**config.mk**
```make
export PLATFORM = sky130hd
export DESIGN_NAME = keyboard_scancode_translator_core
export DESIGN_NICKNAME = d
export VERILOG_FILES = /design/src/rtl/kbst_pkg.sv /design/src/rtl/kbst_front.sv /design/src/rtl/kbst_cmd_fifo.sv /design/src/rtl/kbst_back.sv /design/src/rtl/keyboard_scancode_translator_core.sv
export SDC_FILE = /design/constraint.sdc
export NUM_CORES = 2
export LEC_CHECK = 0
export BUFFER_PORTS_ARGS = -buffer_cell sky130_fd_sc_hd__buf_2
export CAP_MARGIN = 10
export CORE_ASPECT_RATIO = 1.1
export CORE_MARGIN = 2
export CORE_UTILIZATION = 55
export DETAILED_ROUTE_END_ITERATION = 8
export PLACE_DENSITY = 0.74
export SLEW_MARGIN = 25
export SYNTH_ARGS = -nofsm -noshare
export SYNTH_HDL_FRONTEND = slang
export SYNTH_SLANG_ARGS = --single-unit
```
**constraint.sdc**
```tcl
create_clock -name clk -period 3.26 [get_ports clk]
set_input_delay 0.163 -clock clk [delete_from_list [all_inputs] [get_ports clk]]
set_output_delay 0.163 -clock clk [all_outputs]
set_load 0.05 [all_outputs]
```
**src/rtl/kbst_pkg.sv**
```systemverilog
// Shared types, codes and key maps for the keyboard scancode translator.
package kbst_pkg;

	localparam int QUEUE_DEPTH = 256;
	localparam int QUEUE_AW = $clog2(QUEUE_DEPTH);
	localparam int CMDQ_DEPTH = 2;
	localparam int CMDQ_AW = $clog2(CMDQ_DEPTH);
	localparam int PADDR_W = 3;

	localparam logic [6:0] CODE_LSHIFT = 7'h2a;
	localparam logic [6:0] CODE_RSHIFT = 7'h36;
	localparam logic [6:0] CODE_CTRL = 7'h1d;
	localparam logic [6:0] CODE_C = 7'h2e;
	localparam logic [6:0] MAP_LAST = 7'h39;
	localparam logic [6:0] CHAR_ETX = 7'h03;

	localparam logic [1:0] KIND_CHAR = 2'd0;
	localparam logic [1:0] KIND_EVENT = 2'd1;
	localparam logic [1:0] KIND_EMPTY = 2'd2;
	localparam logic [1:0] KIND_BUSY = 2'd3;

	localparam logic [1:0] OP_EMIT = 2'd0;
	localparam logic [1:0] OP_PUSH = 2'd1;
	localparam logic [1:0] OP_READ = 2'd2;

	localparam logic [0:0] REG_OWNER_OPEN = 1'b0;
	localparam logic [0:0] REG_TTY_ATTACHED = 1'b1;

	typedef struct packed {
		logic [1:0] op;
		logic [1:0] kind;
		logic [6:0] ch;
		logic       pressed;
	} cmd_t;

	typedef logic [6:0] map_t [64];

	localparam map_t PLAIN_MAP = '{
		7'h00, 7'h1b, 7'h31, 7'h32, 7'h33, 7'h34, 7'h35, 7'h36,
		7'h37, 7'h38, 7'h39, 7'h30, 7'h2d, 7'h3d, 7'h7f, 7'h09,
		7'h71, 7'h77, 7'h65, 7'h72, 7'h74, 7'h79, 7'h75, 7'h69,
		7'h6f, 7'h70, 7'h5b, 7'h5d, 7'h0a, 7'h00, 7'h61, 7'h73,
		7'h64, 7'h66, 7'h67, 7'h68, 7'h6a, 7'h6b, 7'h6c, 7'h3b,
		7'h27, 7'h60, 7'h00, 7'h5c, 7'h7a, 7'h78, 7'h63, 7'h76,
		7'h62, 7'h6e, 7'h6d, 7'h2c, 7'h2e, 7'h2f, 7'h00, 7'h00,
		7'h00, 7'h20, 7'h00, 7'h00, 7'h00, 7'h00, 7'h00, 7'h00
	};

	localparam map_t SHIFT_MAP = '{
		7'h00, 7'h1b, 7'h21, 7'h40, 7'h23, 7'h24, 7'h25, 7'h5e,
		7'h26, 7'h2a, 7'h28, 7'h29, 7'h5f, 7'h2b, 7'h7f, 7'h00,
		7'h51, 7'h57, 7'h45, 7'h52, 7'h54, 7'h59, 7'h55, 7'h49,
		7'h4f, 7'h50, 7'h7b, 7'h7d, 7'h0a, 7'h00, 7'h41, 7'h53,
		7'h44, 7'h46, 7'h47, 7'h48, 7'h4a, 7'h4b, 7'h4c, 7'h3a,
		7'h22, 7'h7e, 7'h00, 7'h7c, 7'h5a, 7'h58, 7'h43, 7'h56,
		7'h42, 7'h4e, 7'h4d, 7'h3c, 7'h3e, 7'h3f, 7'h00, 7'h00,
		7'h00, 7'h20, 7'h00, 7'h00, 7'h00, 7'h00, 7'h00, 7'h00
	};

endpackage

```
**src/rtl/kbst_front.sv**
```systemverilog
// Front end: accepts transactions, tracks modifiers and classifies into commands.
module kbst_front import kbst_pkg::*; (
	input  logic       clk,
	input  logic       arst_n,
	input  logic       owner_open,
	input  logic       tty_attached,
	input  logic       in_valid,
	input  logic       in_stall,
	input  logic       mode,
	input  logic [7:0] scan_byte,
	output logic       cmd_push,
	output cmd_t       cmd
);

	logic       shift_q;
	logic       ctrl_q;
	logic       accept;
	logic       released;
	logic [6:0] code;
	logic       shift_n;
	logic       ctrl_n;
	logic       in_map;
	logic [6:0] ch;
	logic [6:0] ev_ch;

	assign accept = in_valid && !in_stall;
	assign released = scan_byte[7];
	assign code = scan_byte[6:0];
	assign in_map = (code <= MAP_LAST);

	always_comb begin
		shift_n = shift_q;
		ctrl_n = ctrl_q;
		if (code == CODE_LSHIFT || code == CODE_RSHIFT) begin
			shift_n = !released;
		end
		if (code == CODE_CTRL) begin
			ctrl_n = !released;
		end
	end

	always_comb begin
		ch = '0;
		if (in_map) begin
			ch = shift_n ? SHIFT_MAP[code[5:0]] : PLAIN_MAP[code[5:0]];
		end
		ev_ch = ((ch == '0) && (code == CODE_CTRL)) ? CODE_CTRL : ch;
	end

	always_comb begin
		cmd_push = 1'b0;
		cmd.op = OP_EMIT;
		cmd.kind = KIND_CHAR;
		cmd.ch = '0;
		cmd.pressed = 1'b0;
		if (accept) begin
			if (mode) begin
				cmd_push = 1'b1;
				if (owner_open) begin
					cmd.op = OP_READ;
				end else begin
					cmd.kind = KIND_BUSY;
				end
			end else if (!owner_open) begin
				if (tty_attached && !released) begin
					if (code == CODE_C && ctrl_n) begin
						cmd_push = 1'b1;
						cmd.ch = CHAR_ETX;
					end else if (ch != '0) begin
						cmd_push = 1'b1;
						cmd.ch = ch;
					end
				end
			end else if (in_map && ev_ch != '0) begin
				cmd_push = 1'b1;
				cmd.op = OP_PUSH;
				cmd.ch = ev_ch;
				cmd.pressed = !released;
			end
		end
	end

	always_ff @(posedge clk or negedge arst_n) begin
		if (!arst_n) begin
			shift_q <= 1'b0;
			ctrl_q <= 1'b0;
		end else if (accept && !mode) begin
			shift_q <= shift_n;
			ctrl_q <= ctrl_n;
		end
	end

endmodule

```
**src/rtl/kbst_cmd_fifo.sv**
```systemverilog
// Short command queue between the front end and the back end.
module kbst_cmd_fifo import kbst_pkg::*; (
	input  logic clk,
	input  logic arst_n,
	input  logic push,
	input  cmd_t push_cmd,
	output logic full,
	input  logic pop,
	output logic pop_valid,
	output cmd_t pop_cmd
);

	cmd_t               entries_q [CMDQ_DEPTH];
	logic [CMDQ_AW-1:0] wr_ptr_q;
	logic [CMDQ_AW-1:0] rd_ptr_q;
	logic [CMDQ_AW:0]   count_q;

	assign full = (count_q == (CMDQ_AW+1)'(CMDQ_DEPTH));
	assign pop_valid = (count_q != '0);
	assign pop_cmd = entries_q[rd_ptr_q];

	always_ff @(posedge clk) begin
		if (push) begin
			entries_q[wr_ptr_q] <= push_cmd;
		end
	end

	always_ff @(posedge clk or negedge arst_n) begin
		if (!arst_n) begin
			wr_ptr_q <= '0;
			rd_ptr_q <= '0;
			count_q <= '0;
		end else begin
			if (push) begin
				wr_ptr_q <= (wr_ptr_q == CMDQ_AW'(CMDQ_DEPTH-1)) ? '0 : wr_ptr_q + 1'b1;
			end
			if (pop) begin
				rd_ptr_q <= (rd_ptr_q == CMDQ_AW'(CMDQ_DEPTH-1)) ? '0 : rd_ptr_q + 1'b1;
			end
			count_q <= count_q + (CMDQ_AW+1)'(push) - (CMDQ_AW+1)'(pop);
		end
	end

	a_no_overflow: assert property (@(posedge clk) disable iff (!arst_n)
		push |-> (!full || pop))
		else $error("command queue overflow");

endmodule

```
**src/rtl/kbst_back.sv**
```systemverilog
// Back end: event ring, read handling and the registered result stage.
module kbst_back import kbst_pkg::*; (
	input  logic       clk,
	input  logic       arst_n,
	input  logic       cmd_valid,
	input  cmd_t       cmd,
	output logic       cmd_pop,
	output logic       out_valid,
	input  logic       out_stall,
	output logic [1:0] out_kind,
	output logic [6:0] out_char,
	output logic       out_pressed
);

	logic [7:0]          event_queue [QUEUE_DEPTH];
	logic [QUEUE_AW-1:0] head_q;
	logic [QUEUE_AW-1:0] tail_q;
	logic [QUEUE_AW-1:0] head_next;
	logic [QUEUE_AW-1:0] tail_next;
	logic                ring_empty;
	logic                ring_full;
	logic                do_write;
	logic                do_read;
	logic [7:0]          rdata_q;
	logic                out_valid_q;
	logic [1:0]          kind_q;
	logic [6:0]          char_q;
	logic                pressed_q;
	logic                from_mem_q;

	assign head_next = (head_q == QUEUE_AW'(QUEUE_DEPTH-1)) ? '0 : head_q + 1'b1;
	assign tail_next = (tail_q == QUEUE_AW'(QUEUE_DEPTH-1)) ? '0 : tail_q + 1'b1;
	assign ring_empty = (head_q == tail_q);
	assign ring_full = (tail_next == head_q);

	assign cmd_pop = cmd_valid && (!out_valid_q || !out_stall);
	assign do_write = cmd_pop && (cmd.op == OP_PUSH) && !ring_full;
	assign do_read = cmd_pop && (cmd.op == OP_READ) && !ring_empty;

	always_ff @(posedge clk) begin
		if (do_write) begin
			event_queue[tail_q] <= {cmd.pressed, cmd.ch};
		end
	end

	always_ff @(posedge clk) begin
		if (do_read) begin
			rdata_q <= event_queue[head_q];
		end
	end

	always_ff @(posedge clk or negedge arst_n) begin
		if (!arst_n) begin
			head_q <= '0;
			tail_q <= '0;
			out_valid_q <= 1'b0;
			from_mem_q <= 1'b0;
		end else begin
			if (do_write) begin
				tail_q <= tail_next;
			end
			if (do_read) begin
				head_q <= head_next;
			end
			if (cmd_pop) begin
				out_valid_q <= (cmd.op != OP_PUSH);
				from_mem_q <= do_read;
			end else if (!out_stall) begin
				out_valid_q <= 1'b0;
			end
		end
	end

	always_ff @(posedge clk) begin
		if (cmd_pop) begin
			unique case (cmd.op)
				OP_READ: begin
					kind_q <= ring_empty ? KIND_EMPTY : KIND_EVENT;
					char_q <= '0;
					pressed_q <= 1'b0;
				end
				default: begin
					kind_q <= cmd.kind;
					char_q <= cmd.ch;
					pressed_q <= cmd.pressed;
				end
			endcase
		end
	end

	assign out_valid = out_valid_q;
	assign out_kind = kind_q;
	assign out_char = from_mem_q ? rdata_q[6:0] : char_q;
	assign out_pressed = from_mem_q ? rdata_q[7] : pressed_q;

	a_read_gives_event: assert property (@(posedge clk) disable iff (!arst_n)
		do_read |=> (out_valid_q && kind_q == KIND_EVENT && from_mem_q))
		else $error("ring read did not produce an event transaction");

	a_write_fills_ring: assert property (@(posedge clk) disable iff (!arst_n)
		do_write |=> (head_q != tail_q))
		else $error("ring empty after event write");

	a_push_no_result: assert property (@(posedge clk) disable iff (!arst_n)
		(cmd_pop && cmd.op == OP_PUSH) |=> !out_valid_q)
		else $error("event push produced a result");

endmodule

```
**src/rtl/keyboard_scancode_translator_core.sv**
```systemverilog
// Top level of the keyboard scancode translator: config registers and front/back wiring.
// An accepted input transaction is written into the command queue; the back end then pops
// it into the result register, which drives out_valid; out_stall can hold it in the queue.
// Throughput: one input transaction per cycle while in_stall is low; the event ring (one
// write or one registered read per cycle) and the result register sustain that rate.
// Reset clears modifiers, ring pointers, the command queue and config registers;
// ring contents are not cleared and no clearing pass runs.
module keyboard_scancode_translator_core import kbst_pkg::*; (
	input  logic               clk,
	input  logic               arst_n,
	input  logic               psel,
	input  logic               penable,
	input  logic               pwrite,
	input  logic [PADDR_W-1:0] paddr,
	input  logic [31:0]        pwdata,
	output logic [31:0]        prdata,
	output logic               pready,
	input  logic               in_valid,
	output logic               in_stall,
	input  logic               mode,
	input  logic [7:0]         scan_byte,
	output logic               out_valid,
	input  logic               out_stall,
	output logic [1:0]         out_kind,
	output logic [6:0]         out_char,
	output logic               out_pressed
);

	logic owner_open_q;
	logic tty_attached_q;
	logic cfg_write;
	logic cmd_push;
	cmd_t push_cmd;
	logic fifo_full;
	logic cmd_pop;
	logic cmd_valid;
	cmd_t pop_cmd;

	assign pready = 1'b1;
	assign cfg_write = psel && penable && pwrite && pready;

	always_ff @(posedge clk or negedge arst_n) begin
		if (!arst_n) begin
			owner_open_q <= 1'b0;
			tty_attached_q <= 1'b0;
		end else if (cfg_write) begin
			unique case (paddr[2:2])
				REG_OWNER_OPEN: owner_open_q <= pwdata[0];
				REG_TTY_ATTACHED: tty_attached_q <= pwdata[0];
				default: ;
			endcase
		end
	end

	always_comb begin
		prdata = '0;
		unique case (paddr[2:2])
			REG_OWNER_OPEN: prdata[0] = owner_open_q;
			REG_TTY_ATTACHED: prdata[0] = tty_attached_q;
			default: prdata = '0;
		endcase
	end

	assign in_stall = fifo_full;

	kbst_front u_front (
		.clk          (clk),
		.arst_n       (arst_n),
		.owner_open   (owner_open_q),
		.tty_attached (tty_attached_q),
		.in_valid     (in_valid),
		.in_stall     (in_stall),
		.mode         (mode),
		.scan_byte    (scan_byte),
		.cmd_push     (cmd_push),
		.cmd          (push_cmd)
	);

	kbst_cmd_fifo u_cmd_fifo (
		.clk       (clk),
		.arst_n    (arst_n),
		.push      (cmd_push),
		.push_cmd  (push_cmd),
		.full      (fifo_full),
		.pop       (cmd_pop),
		.pop_valid (cmd_valid),
		.pop_cmd   (pop_cmd)
	);

	kbst_back u_back (
		.clk         (clk),
		.arst_n      (arst_n),
		.cmd_valid   (cmd_valid),
		.cmd         (pop_cmd),
		.cmd_pop     (cmd_pop),
		.out_valid   (out_valid),
		.out_stall   (out_stall),
		.out_kind    (out_kind),
		.out_char    (out_char),
		.out_pressed (out_pressed)
	);

endmodule

```
# Word-level counts from Yosys, hierarchy flattened
# Memories as Yosys holds them, arrays and structs flattened. A register that Yosys moved wholly into a read port is not among the register bits.
# Index checks and enable logic that the tools add are counted.
# W data, S select, Z words.
# totals
ff_bits	36
ramBits	2072
rom_bits	896
inputBits	51
out_inout_bits	45
word_cells	114
n_memories	4
# memory_table
memory	words	word_bits	read_ports	rd_clocked_by_memory_dff	wr	line_no	text
u_back.event_queue	256	8	1	1	1	kbst_back.sv:15	logic [7:0] event_queue [QUEUE_DEPTH];
(name not given)	64	7	1	0	0	kbst_front.sv:45	ch = shift_n ? SHIFT_MAP[code[5:0]] : PLAIN_MAP[code[5:0]];
(name not given)	64	7	1	0	0	kbst_front.sv:45	
u_cmd_fifo.entries_q	2	12	1	0	1	kbst_cmd_fifo.sv:13	cmd_t entries_q [CMDQ_DEPTH];
# op_classes
addsub	6
n_lt_le_gt_ge	2
eq_ne	13
mux	45
n_bitwise	2
n_reduce_logical	28
# op_table
operator	count
$mux W7	12
$mux W8	4
$eq A7 B6 Y1 const B	3
$mux W1	21
$add A8 B1 Y8 const B	2
$eq A8 B8 Y1	2
$eq A8 B8 Y1 const B	2
$reduce_bool A7 Y1	2
$logic_and A1 B1 Y1	13
$mux W12	1
$mux W2	6
$eq A7 B5 Y1 const B	1
$ge A7 B7 Y1 const B	1
$le A7 B6 Y1 const B	1
$logic_not A1 Y1	7
$logic_not A7 Y1	1
$not A6 Y7	1
$eq A2 B2 Y1 const B	2
$ne A2 B1 Y1 const B	2
$reduce_and A2 Y1	2
$add A1 B1 Y1 const B	2
$add A2 B1 Y2	1
$eq A2 B1 Y1 const B	1
$logic_or A1 B1 Y1	2
other kinds (4)	4

# Depth between registers and ports, before layout
# depth
ltp_word	17
mapped_depth	17
depth_no_buf	15

# Hierarchy
# A second synthesis with hierarchy kept.
# hier_totals
hier_cells	4251
area_unflattened_um2	85109.1
# by_module_without_submodules
mod	instances	cells_per_inst	area_each_um2	seq_area_each_um2
kbst_back	1	3907	81882.3	62489.9
kbst_front	1	251	1780.5	50.0
kbst_cmd_fifo	1	52	1099.8	820.8
keyboard_scancode_translator_core	1	41	346.6	50.0

# Worst setup path after synthesis
# No wires, ideal clock.
# synth_timing
path_type	input to register
start	input port scan_byte[0]
end	memory u_cmd_fifo.entries_q[1][0] in the netlist's numbering, enable pin
setup_ps	397
t_arrival_ps	3284
required_ps	2863
slack_ps	-421
path_stages	11
n_path_buf	1
path_cell_list	clkbuf_1 -> inv_1 -> ha_1 -> and3b_1 -> mux2_2 -> nor4_1 -> a211oi_1 -> o211a_1 -> nor3_1 -> nor3_1 -> a211oi_1
# synth_between
elab_chain_len	17
elab_cells_between_ends	33
classes_between	1 x order compare; 4 x eq/ne; 18 x mux; 1 x bitwise; 7 x reduce/logical; 2 x memory
# synth_lines
item	line_no	text
from (decl)	keyboard_scancode_translator_core.sv:21	input logic [7:0] scan_byte,
$not A6 Y7 (not written as such)	kbst_front.sv:45	
$mem_v2 Z64 W7	-	
$mux W7 (not written as such) (2 in a row)	kbst_front.sv:45	
$mux W7	kbst_front.sv:45	
$mux W7	kbst_front.sv:44	if (in_map) begin
$logic_not A7 Y1	kbst_front.sv:47	ev_ch = ((ch == '0) && (code == CODE_CTRL)) ? CODE_CTRL : ch;
$logic_and A1 B1 Y1	kbst_front.sv:47	
$mux W7	kbst_front.sv:47	
$reduce_bool A7 Y1	kbst_front.sv:74	end else if (in_map && ev_ch != '0) begin
$logic_and A1 B1 Y1	kbst_front.sv:74	
$mux W1	kbst_front.sv:74	
$mux W1 (*)	kbst_front.sv:64	end else if (!owner_open) begin
$mux W1 (*)	kbst_front.sv:57	if (mode) begin
$mux W1 (*)	kbst_front.sv:56	if (accept) begin
$mux W1 (*)	kbst_cmd_fifo.sv:23	if (push) begin
$mux W1 (not written as such) (*)	kbst_cmd_fifo.sv:24	entries_q[wr_ptr_q] <= push_cmd;
to (decl)	kbst_cmd_fifo.sv:13	
# Mark *: on every way between the ends. The rest lies on a longest branch, timed or not. The select of a mux whose other input is x is not followed.

# Worst setup path in the final report
# layout_timing
start	register u_back.head_q[0]
end	register u_back.rdata_q[0], read port of u_back.event_queue (data pin)
# layout_between
elab_chain_len	3
# layout_lines
item	line_no	text
from (decl)	kbst_back.sv:16	logic [QUEUE_AW-1:0] head_q;
from (signal assigned)	kbst_back.sv:63	head_q <= head_next;
$eq A8 B8 Y1	kbst_back.sv:33	assign ring_empty = (head_q == tail_q);
$logic_not A1 Y1	kbst_back.sv:38	assign do_read = cmd_pop && (cmd.op == OP_READ) && !ring_empty;
$logic_and A1 B1 Y1	kbst_back.sv:38	
to (decl)	kbst_back.sv:24	logic [7:0] rdata_q;
# Several ways; a longest one is shown, not always the timed one.
# A chain may end at the register's enable or synchronous reset.

==> metrics.cfg <==
[grt]
use_met3_pct = 5.05
gr-usage-all-layers_pct = 26.0
busiest_layer = met2
met1_usage_pct = 34.9
grt_antenna_before_repair = 1
grt_pass1_wl_mm = 292
grt_pass1_vias = 42600
globalRouteOverflowTotal = 0
use_met2_pct = 42.8
grt_max_degree = 159

[yosys]
yosysUniqueCellTypes = 71
synthFlopType = edfxtp_1
synth.area.top_cells = edfxtp_1, mux4_2, nor2_1
yosysTopAreaCellShare_pct = 74.8
yosysSeqAreaShare_pct = 75.6
synth_edf_count = 2088
synth_seq_cells = 2114
yosysTopAreaCell = edfxtp_1
yosys_warnings = 0
synthArstFlopShare_pct = 1.23
ys_top_cells_by_count = edfxtp_1, mux4_2, nor2_1, clkbuf_1, buf_2
synthCells = 3781
syn_area_per_cell_sq_um = 22.2
netlist_area_sq_um = 83900
synth.most_common_cell = edfxtp_1

[final_layout]
nets = 4502
n_antenna_cell = 0
syn_to_final_growth_pct = 17.6
drive_above_1_share_pct = 37.8
final_util_pct = 65.0

[detailed_routing]
drc = 0
vias = 42000
route.antenna.remaining_nets = 0
finalWirelength_mm = 201
first_pass_iters = 6
first_iter_violations = 5378
post_drt_via_cell_ratio = 6.39
wire_per_inst_um = 30.6

[worst_hold_path]
hp-class = in -> reg

[clock_network]
cts-buffers-inserted = 194
cts_tree = built
clock_latency_ns = 0.82
cts_root_buffer = clkbuf_16
clock_path_buffers = 3
cts_max_level = 4
clkTransAtPathRegs_ns = 0.07
cts.sinks = 2114

[worst_setup_path]
cp_max_fo = 14
end_kind = flop
cp_data_required_time_ns = 3.82
startpoint_type = flop
crit_chain = buf_12 -> buf_12 -> buf_16 -> mux4_2 -> mux4_2 -> mux4_2 -> a22oi_2 -> nand2_1
timing.critical_path.buf_inv = 3
max_stage_delay_ns = 0.56
crit_family = multiplexers
path_common_cell = mux4_2
path_class = reg -> reg
critPathArrivalTime_ns = 3.94
worst_path_max_delay_cell = mux4_2

[sta]
max_freq_mhz = 296
rsz0062_at_grt = true
setup_viol = 8
final-hold-violation-count = 0
setup_slack_ns = -0.120
fin_crit_ns = 3.38
fin_crit_sh_pct = 104
finClkSkew_ns = 0.0339
slew_violations = 0
hold_ws_ns = 0.138
slew_headroom_pct = 30.8
tightest_slew_ns = 1.04
setup_tns_ns = -0.725

[floorplanning]
ios = 96
dieArea_sq_um = 156000
coreArea_sq_um = 152000
die-height_um = 414
rows = 150
die_w_um = 376
start_util_pct = 55.3

[power_and_ir_drop]
pwr-share-comb_pct = 30.2
peakVddDrop_v = 0.00113
p_int_mw = 56.6
power.density_nw_per_um2 = 804
switchingPower_mw = 22.8
p_sw_share_pct = 28.7
total_power_mw = 79.3
p_seq_share_pct = 42.0
clockPowerShare_pct = 27.9
p_leak_nw = 31.7

[placed_design]
hpwlAfterDp_mm = 120
gp_congestion = 0.860
portBuffers = 30
place_ws_ns = -0.218

[flow_run]
drv_cap = 0

[status]
violations = setup timing
status = finished, violations left

## repair_timing
action,4_1_cts,5_1_grt
hold endpoints to repair,44,0
gates resized for setup,37,37
setup endpoints to repair,707,622
buffers inserted,18,29
hold buffers,14,0
cloned,6,5
pin swaps,7,7
## kinds of logic (layout without fill, tap and decap cells)
logic type               after synthesis  count (layout)  synth area share, %
multiplexers                         715             715                 18.6
flip-flops                          2114            2114                 75.6
AO/OA/AOI/OAI                        144             144                 1.18
adder cells (fa/ha/maj)               21              21                0.313
other                                  2              32              0.00896
AND/OR/NAND/NOR                      479             479                 2.53
buffers and inverters                281            1060                 1.58
XOR/XNOR                              25              25                0.261
## registers in the layout, summed over array words and instances (netlist names)
register	count
u_back.out_kind	2
u_back.pressed_q	1
u_back.event_queue	2048
u_back.tail_q	8
u_back.char_q	7
owner_open_q	1
u_back.out_valid	1
u_front.shift_q	1
tty_attached_q	1
u_cmd_fifo.rd_ptr_q	1
u_front.ctrl_q	1
u_cmd_fifo.entries_q	22
u_cmd_fifo.wr_ptr_q	1
u_back.from_mem_q	1
u_cmd_fifo.count_q	2
u_back.rdata_q	8
u_back.head_q	8
## per-stage QoR
| step | instance area (sq um) | instances |
|---|---|---|
| global route | 98600 | 6566 |
| CTS | 98100 | 6529 |
| finish | 98600 | 6566 |
| global placement | 91300 | 6137 |
| detailed placement | 91300 | 6137 |
| floorplan | 84100 | 3811 |
## final cells by class
class,count,area (sq um)
sequential,2114,63400
clock inverter,116,1080
clock buffer,240,5070
timing repair buffer,686,6840
fill,9347,53000
multi-input combinational,1416,19700
tap,1976,2470
inverter,18,70.1
## power groups by stage
stage / logic (mW) / clock network (mW) / registers, mW
6_report: 23.9 / 22.1 / 33.3
5_1_grt: 25.0 / 23.4 / 33.3
4_1_cts: 23.3 / 22.4 / 33.3
3_5_place_dp: 22.5 / 0 / 33.9
3_3_place_gp: 22.0 / 0 / 33.9
2_1_floorplan: 13.7 / 0 / 34.0
## path summary, 6_finish.rpt
path                             startpoint                 to  slack (ns)  cells past startpoint
max                        u_back.head_q[0]  u_back.rdata_q[0]       -0.12                      8
min                               out_stall   u_back.out_valid        0.14                      4
max reg2reg                u_back.head_q[0]  u_back.rdata_q[0]       -0.12                      8
min reg2reg                u_back.out_valid   u_back.out_valid        0.51                      2
max in group asynchronous            arst_n   u_back.head_q[4]        2.67                      4
min in group asynchronous            arst_n   u_back.out_valid        0.38                      4
## placed cells by master (no fill, tap or decap), types with 18 or more instances in the layout
cell,n
nor2b_1,29
dfrtp_1,20
conb_1,32
buf_12,91
nand2_1,62
nor2_2,44
buf_2,30
xnor2_1,19
mux2_2,19
o21ai_0,28
mux4_2,670
a21oi_1,21
buf_4,509
clkbuf_1,44
buf_16,19
clkinv_2,33
nor2_1,242
ha_1,20
clkbuf_16,201
clkinv_1,50
mux2i_1,18
edfxtp_1,2088
## layer usage
metal	vias up	routed length, um
li1	17100	-
met1	22200	73600
met2	2315	101000
met3	351	18400
met4	2	7500
met5	-	10
## worst min-delay path: cells and delay by family
family | cells | cell delay (ns)
buffers and inverters | 2 | 0.63
and+or+nand+nor | 1 | 0.06
AOI/OAI and AO/OA | 1 | 0.07
Power figures use the tool's default switching activity.
